[config.mk]
export PLATFORM = sky130hd
export DESIGN_NAME = waveset_interleaver
export DESIGN_NICKNAME = d
export VERILOG_FILES = /design/src/rtl/core/wvi_pkg.sv /design/src/rtl/core/wvi_step.sv /design/src/rtl/core/waveset_interleaver.sv
export SDC_FILE = /design/constraint.sdc
export NUM_CORES = 1
export LEC_CHECK = 0
export BUFFER_PORTS_ARGS = -buffer_cell sky130_fd_sc_hd__buf_2
export CELL_PAD_IN_SITES_DETAIL_PLACEMENT = 1
export CELL_PAD_IN_SITES_GLOBAL_PLACEMENT = 1
export CORE_MARGIN = 4
export CORE_UTILIZATION = 48
export CTS_BUF_LIST = sky130_fd_sc_hd__clkbuf_2
export DETAILED_ROUTE_END_ITERATION = 8
export HOLD_SLACK_MARGIN = 0.12
export PLACE_DENSITY = 0.88
export SKIP_LAST_GASP = 1
export SLEW_MARGIN = 25
export SYNTH_ARGS = -nofsm -noshare
export SYNTH_HDL_FRONTEND = slang
export SYNTH_SLANG_ARGS = --single-unit
[constraint.sdc]
create_clock -name clk -period 4.7 [get_ports clk]
set_input_delay 0.705 -clock clk [delete_from_list [all_inputs] [get_ports clk]]
set_output_delay 0.705 -clock clk [all_outputs]
set_load 0.02 [all_outputs]
[src/rtl/core/wvi_pkg.sv]
package wvi_pkg;

  // control state of the interleaver, one bit per stream where indexed
  typedef struct packed {
    logic       cur_stream;
    logic [1:0] phase_known;
    logic [1:0] phase_positive;
    logic       in_second_half;
    logic [1:0] held_valid;
    logic [1:0] held_is_last;
    logic       done;
  } ctrl_state_t;

  // result flags, packed into m_tuser from bit 0 up
  typedef struct packed {
    logic wrong_source;
    logic finished;
    logic next_source;
    logic has_sample;
  } result_flags_t;

  localparam int unsigned FlagBits = $bits(result_flags_t);

endpackage

[src/rtl/core/wvi_step.sv]
module wvi_step #(
  parameter int SAMPLE_BITS = 24
) (
  input  wvi_pkg::ctrl_state_t          state,
  input  logic signed [SAMPLE_BITS-1:0] held0,
  input  logic signed [SAMPLE_BITS-1:0] held1,
  input  logic signed [SAMPLE_BITS-1:0] in_sample,
  input  logic                          source,
  input  logic                          last_of_stream,
  output wvi_pkg::ctrl_state_t          state_next,
  output logic [1:0]                    hold_we,
  output wvi_pkg::result_flags_t        flags,
  output logic signed [SAMPLE_BITS-1:0] out_sample
);
  import wvi_pkg::*;

  localparam logic signed [SAMPLE_BITS-1:0] SMin = {1'b1, {(SAMPLE_BITS-1){1'b0}}};
  localparam logic signed [SAMPLE_BITS-1:0] SMax = {1'b0, {(SAMPLE_BITS-1){1'b1}}};

  logic                          n;
  logic                          m;
  logic                          wrong;
  logic                          is_zero;
  logic                          is_pos;
  logic                          is_neg;
  logic                          phk;
  logic                          php;
  logic [1:0]                    pk;
  logic [1:0]                    pp;
  logic                          r_pos;
  logic                          r_neg;
  logic                          ends;
  logic                          invert;
  logic                          neg_en;
  logic signed [SAMPLE_BITS-1:0] held_m;
  logic signed [SAMPLE_BITS-1:0] sel;

  always_comb begin
    n       = state.cur_stream;
    m       = ~n;
    wrong   = (source != n);
    is_zero = (in_sample == '0);
    is_neg  = in_sample[SAMPLE_BITS-1];
    is_pos  = ~is_neg & ~is_zero;

    // phase learned from the first nonzero sample of the stream
    phk = state.phase_known[n] | ~is_zero;
    php = state.phase_known[n] ? state.phase_positive[n] : is_pos;
    pk  = state.phase_known;
    pp  = state.phase_positive;
    pk[n] = phk;
    pp[n] = php;

    r_pos = phk & ((is_pos & php) | (is_neg & ~php));
    r_neg = phk & ((is_neg & php) | (is_pos & ~php));
    ends  = state.in_second_half & r_pos;

    invert = (pk == 2'b11) & (pp[0] != pp[1]);
    held_m = m ? held1 : held0;
    sel    = ends ? held_m : in_sample;
    neg_en = invert & (ends ? m : n);
    if (neg_en) begin
      out_sample = (sel == SMin) ? SMax : -sel;
    end else begin
      out_sample = sel;
    end

    state_next = state;
    hold_we    = 2'b00;
    flags      = '0;

    if (state.done) begin
      flags.finished = 1'b1;
    end else if (wrong) begin
      flags.wrong_source = 1'b1;
    end else begin
      state_next.phase_known    = pk;
      state_next.phase_positive = pp;
      if (!ends) begin
        state_next.in_second_half = state.in_second_half | r_neg;
        state_next.done           = last_of_stream;
        flags.has_sample          = 1'b1;
      end else begin
        // cycle boundary: park this sample, hand the turn over
        hold_we[n]                  = 1'b1;
        state_next.held_valid[n]    = 1'b1;
        state_next.held_is_last[n]  = last_of_stream;
        state_next.cur_stream       = m;
        state_next.in_second_half   = 1'b0;
        if (state.held_valid[m]) begin
          state_next.held_valid[m] = 1'b0;
          flags.has_sample         = 1'b1;
          if (state.held_is_last[m]) begin
            state_next.held_is_last[m] = 1'b0;
            state_next.done            = 1'b1;
          end
        end
      end
    end

    if (!flags.has_sample) begin
      out_sample = '0;
    end
    flags.next_source = state_next.cur_stream;
    flags.finished    = state_next.done;
  end

endmodule

[src/rtl/core/waveset_interleaver.sv]
// waveset interleaver: merges two audio streams by alternating whole
// zero-crossing cycles, starting with stream 0
// input channel s_*: one sample per transfer, s_tuser names its stream and
// s_tlast marks the final sample of that stream
// output channel m_*: exactly one result per input transfer; m_tuser carries
// has_sample, the stream wanted next, finished and wrong_source
// a sample from the stream not asked for is dropped and flagged; after
// finishing every input gets an empty result with finished set
// the result is registered and valid in the cycle after its input transfer
// throughput: one sample per cycle unless stalled; the step logic is one pass
// of sign compares and a saturating negate between state and result register
// stall: s_tready follows the result register, so the block takes a new
// sample in the same cycle the pending result is taken, and holds off
// only while a result sits untaken
// reset: stream 0 requested, phases unknown, nothing held, output empty
module waveset_interleaver #(
  parameter int SAMPLE_BITS = 24
) (
  input  logic                                     clk,
  input  logic                                     rst,
  input  logic                                     s_tvalid,
  output logic                                     s_tready,
  // in_sample, zero padded to whole bytes
  input  logic [((SAMPLE_BITS+7)/8)*8-1:0]         s_tdata,
  // source
  input  logic                                     s_tuser,
  // last_of_stream
  input  logic                                     s_tlast,
  output logic                                     m_tvalid,
  input  logic                                     m_tready,
  // out_sample, zero padded to whole bytes
  output logic [((SAMPLE_BITS+7)/8)*8-1:0]         m_tdata,
  // has_sample, next_source, finished, wrong_source
  output logic [$bits(wvi_pkg::result_flags_t)-1:0] m_tuser
);
  import wvi_pkg::*;

  localparam int DataBits = ((SAMPLE_BITS + 7) / 8) * 8;

  ctrl_state_t                   state;
  ctrl_state_t                   state_next;
  logic signed [SAMPLE_BITS-1:0] held0;
  logic signed [SAMPLE_BITS-1:0] held1;
  logic [1:0]                    hold_we;
  result_flags_t                 flags;
  logic signed [SAMPLE_BITS-1:0] step_sample;
  logic signed [SAMPLE_BITS-1:0] out_sample;
  result_flags_t                 out_flags;
  logic                          s_xfer;

  // result register frees up in the same cycle its transfer happens
  assign s_tready = ~m_tvalid | m_tready;
  assign s_xfer   = s_tvalid & s_tready;

  wvi_step #(
    .SAMPLE_BITS(SAMPLE_BITS)
  ) u_step (
    .state         (state),
    .held0         (held0),
    .held1         (held1),
    .in_sample     (s_tdata[SAMPLE_BITS-1:0]),
    .source        (s_tuser),
    .last_of_stream(s_tlast),
    .state_next    (state_next),
    .hold_we       (hold_we),
    .flags         (flags),
    .out_sample    (step_sample)
  );

  // control state and output valid
  always_ff @(posedge clk) begin
    if (rst) begin
      state    <= '0;
      m_tvalid <= 1'b0;
    end else begin
      if (s_xfer) begin
        state <= state_next;
      end
      if (s_xfer) begin
        m_tvalid <= 1'b1;
      end else if (m_tready) begin
        m_tvalid <= 1'b0;
      end
    end
  end

  // held samples: only read while their valid bit is set, so no reset
  always_ff @(posedge clk) begin
    if (s_xfer && hold_we[0]) begin
      held0 <= s_tdata[SAMPLE_BITS-1:0];
    end
    if (s_xfer && hold_we[1]) begin
      held1 <= s_tdata[SAMPLE_BITS-1:0];
    end
  end

  // result payload
  always_ff @(posedge clk) begin
    if (s_xfer) begin
      out_sample <= step_sample;
      out_flags  <= flags;
    end
  end

  assign m_tdata = DataBits'($unsigned(out_sample));
  assign m_tuser = out_flags;

endmodule

==> flow_metrics.tcl <==
set metrics [dict create \
    pin_count 60 \
    yosysUniqueCellTypes 65 \
    avgViaCountPerCell 6.23 \
    nFillCells 1116 \
    rrSetupSlack_ns 0.81 \
    clkLatencyLatePin_ns 0.58 \
    min_to "held1[21]" \
    crit_path_start_kind "flop" \
    cp.buffers_inverters 1 \
    synth_warnings 0 \
    tightest_slew_ns 0.695 \
    skew_ns 0.0323 \
    path_clk_slew_ns 0.22 \
    synth_seq_area_share 0.506 \
    place_congestion 0.972 \
    fin_area_um2 5550 \
    fp.coreArea_um2 9950 \
    clock_tree.buffer_depth 2 \
    finalSetupViolCount 0 \
    synth_area_um2 4990 \
    wl_mm 13.9 \
    antenna_found_initial 1 \
    dr.pass1.iters 4 \
    r2r_start "state[10]" \
    required_ns 5.10 \
    cts_resized 0 \
    fmax_mhz 257 \
    synth-edff-count 76 \
    fin_setup_tns_ns 0 \
    post_cts_buffers 0 \
    end_kind "flop" \
    maxSlewHeadroom 0.530 \
    port_buffers 59 \
    worstHoldPathCells 1 \
    ant_nets 0 \
    finalMaxSlewViolations 0 \
    wl_per_cell_um 21.0 \
    cts_tree "built" \
    preCtsSetupSlack_ns 0.328 \
    start_util 0.501 \
    grt_usage 0.241 \
    worstRegToRegCells 12 \
    mostFrequentLayoutCell "edfxtp_1" \
    fin_crit_ns 3.89 \
    place_area_um2 5440 \
    status "complete, no violations" \
    hpwl_mm 10.4 \
    drive_gt1_frac 0.235 \
    crit_family "compound AO/OA/AOI/OAI gates" \
    postSynthCellCount 465 \
    die_h_um 110 \
    crit_chain "inv_2 -> mux4_2 -> o211ai_4 -> nor2_1 -> a21oi_1 -> ha_1 -> o221ai_1 -> nor4_1 -> mux2i_1 -> or4_1 -> a21o_1 -> a221oi_1" \
    postSynthAreaPerCell_um2 10.7 \
    synthesis.nets 498 \
    cts.sinks 88 \
    async_reset_ff_frac 0 \
    r2r_end "m_tdata[17]" \
    path_class "flop to flop" \
    die_width_um 110 \
    dr_total_vias 4115 \
    power.density_nw_per_um2 259 \
    grt_first_pass_wirelength_mm 22.1 \
    hp-class "input pin to flop" \
    ir_drop_mv 0.151 \
    cts_htree_levels 3 \
    ys.flop_type "edfxtp_1" \
    grt_max_degree 62 \
    fin_crit_sh 0.828 \
    cp_slowest_cell "or4_1" \
    critPathMaxStageDelay_ns 0.61 \
    fin_nets 555 \
    cts_root_buf "clkbuf_2" \
    cap_viol_max_count 0 \
    grt_overflow 0 \
    p_leak_uw 0.00191 \
    setup_ws_ns 0.806 \
    die_area_um2 12100 \
    grt_pass1_vias 4348 \
    arrival_ns 4.30 \
    numCtsBuffers 9 \
    hold_viol 0 \
    layout_common_cells "edfxtp_1, buf_2, nor2_1" \
    area_growth_pct 11.2 \
    path_max_fanout 9 \
    route.detailed.drc 0 \
    drtIter0Drc 270 \
    rsz0062_at_grt "false" \
    holdBufCountCts 0 \
    ys_ff_latch 88 \
    row_count 36 \
    hp-start "s_tdata[21]" \
]
how the worst max path moves through the flow:
stage	start	to	slack, ns	cells after the start
floorplan	s_tdata[17]	m_tdata[17]	0.43	15
global placement	s_tdata[7]	m_tdata[17]	0.56	13
detailed placement	s_tdata[17]	m_tdata[11]	0.33	13
CTS	state[10]	m_tdata[11]	0.85	12
global route	state[10]	m_tdata[17]	0.54	11
finish	state[10]	m_tdata[17]	0.81	12
report_power, final:
part           total [µW]  internal [µW]  switching (µW)
clock                 381            124             257
sequential            880            872            7.67
combinational         178           57.3             120
total                1440           1050             385
synthesized netlist by cell type, drive strengths merged, types with 2 or more instances:
library cell  number  share of area
buf                9         0.0083
nor3b             13          0.020
a21o               4         0.0060
nor3              23          0.023
ha                 3         0.0075
o21a               3         0.0045
or3                4         0.0050
dfxtp             12          0.048
a21oi             31          0.031
nand4              3         0.0063
a211oi             7          0.011
o31ai              3         0.0045
mux2i             35          0.070
xnor2              2         0.0035
nor2              49          0.037
mux2              22          0.050
and3               6         0.0075
o211ai             4         0.0088
inv                8         0.0065
nand3b             3         0.0045
nor2b              3         0.0038
o22ai              3         0.0038
nand3             11          0.011
and3b              2         0.0035
o2111ai            2         0.0035
nor4b              2         0.0035
and2               4         0.0050
or4                2         0.0030
o311ai             2         0.0035
o221ai             3         0.0053
clkbuf            15          0.011
edfxtp            76           0.46
o21ai             25          0.025
a211o              2         0.0035
a221oi             2         0.0035
a31oi              9          0.011
nor4              11          0.021
nand2b             6         0.0075
nand2             24          0.018
cells by family (layout without fill, tap and decap cells):
logic type | after synthesis | after routing | synth area share
multiplexers | 58 | 58 | 0.125
AO/OA/AOI/OAI | 109 | 109 | 0.142
XOR/XNOR | 3 | 3 | 0.00527
buffers and inverters | 33 | 95 | 0.0268
adder cells (fa/ha/maj) | 3 | 3 | 0.00753
flip-flops | 88 | 88 | 0.506
AND/OR/NAND/NOR | 171 | 171 | 0.188
other | 0 | 1 | 0
final cells by class:
class	instances	area (µm²)	share of cell area
timing repair buffer	70	378	0.0681
clock inverter	5	50.0	0.00902
clock buffer	11	55.1	0.00993
tap	133	166	0.0300
antenna	1	2.50	0.000451
inverter	9	36.3	0.00654
multi-input combinational	344	2330	0.421
sequential	88	2520	0.455
per-stage QoR:
step,std cells,hold slack (ns),util,power (µW)
2_1_floorplan,465,0.449,-,996
3_3_place_gp,644,0.462,0.546,1070
3_5_place_dp,644,0.496,0.546,1070
4_1_cts,660,0.279,0.557,1450
5_1_grt,661,0.264,0.557,1500
6_report,661,0.315,0.557,1440
metal layers:
metal,vias up,wire length (µm),part of all wire,GRT usage
li1,1904,-,-,-
met1,2027,5630,0.41,0.289
met2,141,6980,0.50,0.409
met3,43,724,0.052,0.0493
met4,0,523,0.038,0.124
met5,-,0,0,0
worst reg2reg max path: stages, from the launching register on:
cell and delay, ns:
dfxtp_2 0.38, inv_2 0.17, mux4_2 0.59, o211ai_4 0.17, nor2_1 0.09, a21oi_1 0.21
ha_1 0.31, o221ai_1 0.25, nor4_1 0.34, mux2i_1 0.13, or4_1 0.61, a21o_1 0.25
a221oi_1 0.23
flip-flops by register name (all words and copies together) (netlist names), named ones only:
register / cells
held0: 24
m_tuser: 4
state: 9
m_tvalid: 1
m_tdata: 24
held1: 24
Power figures use the tool's default switching activity.
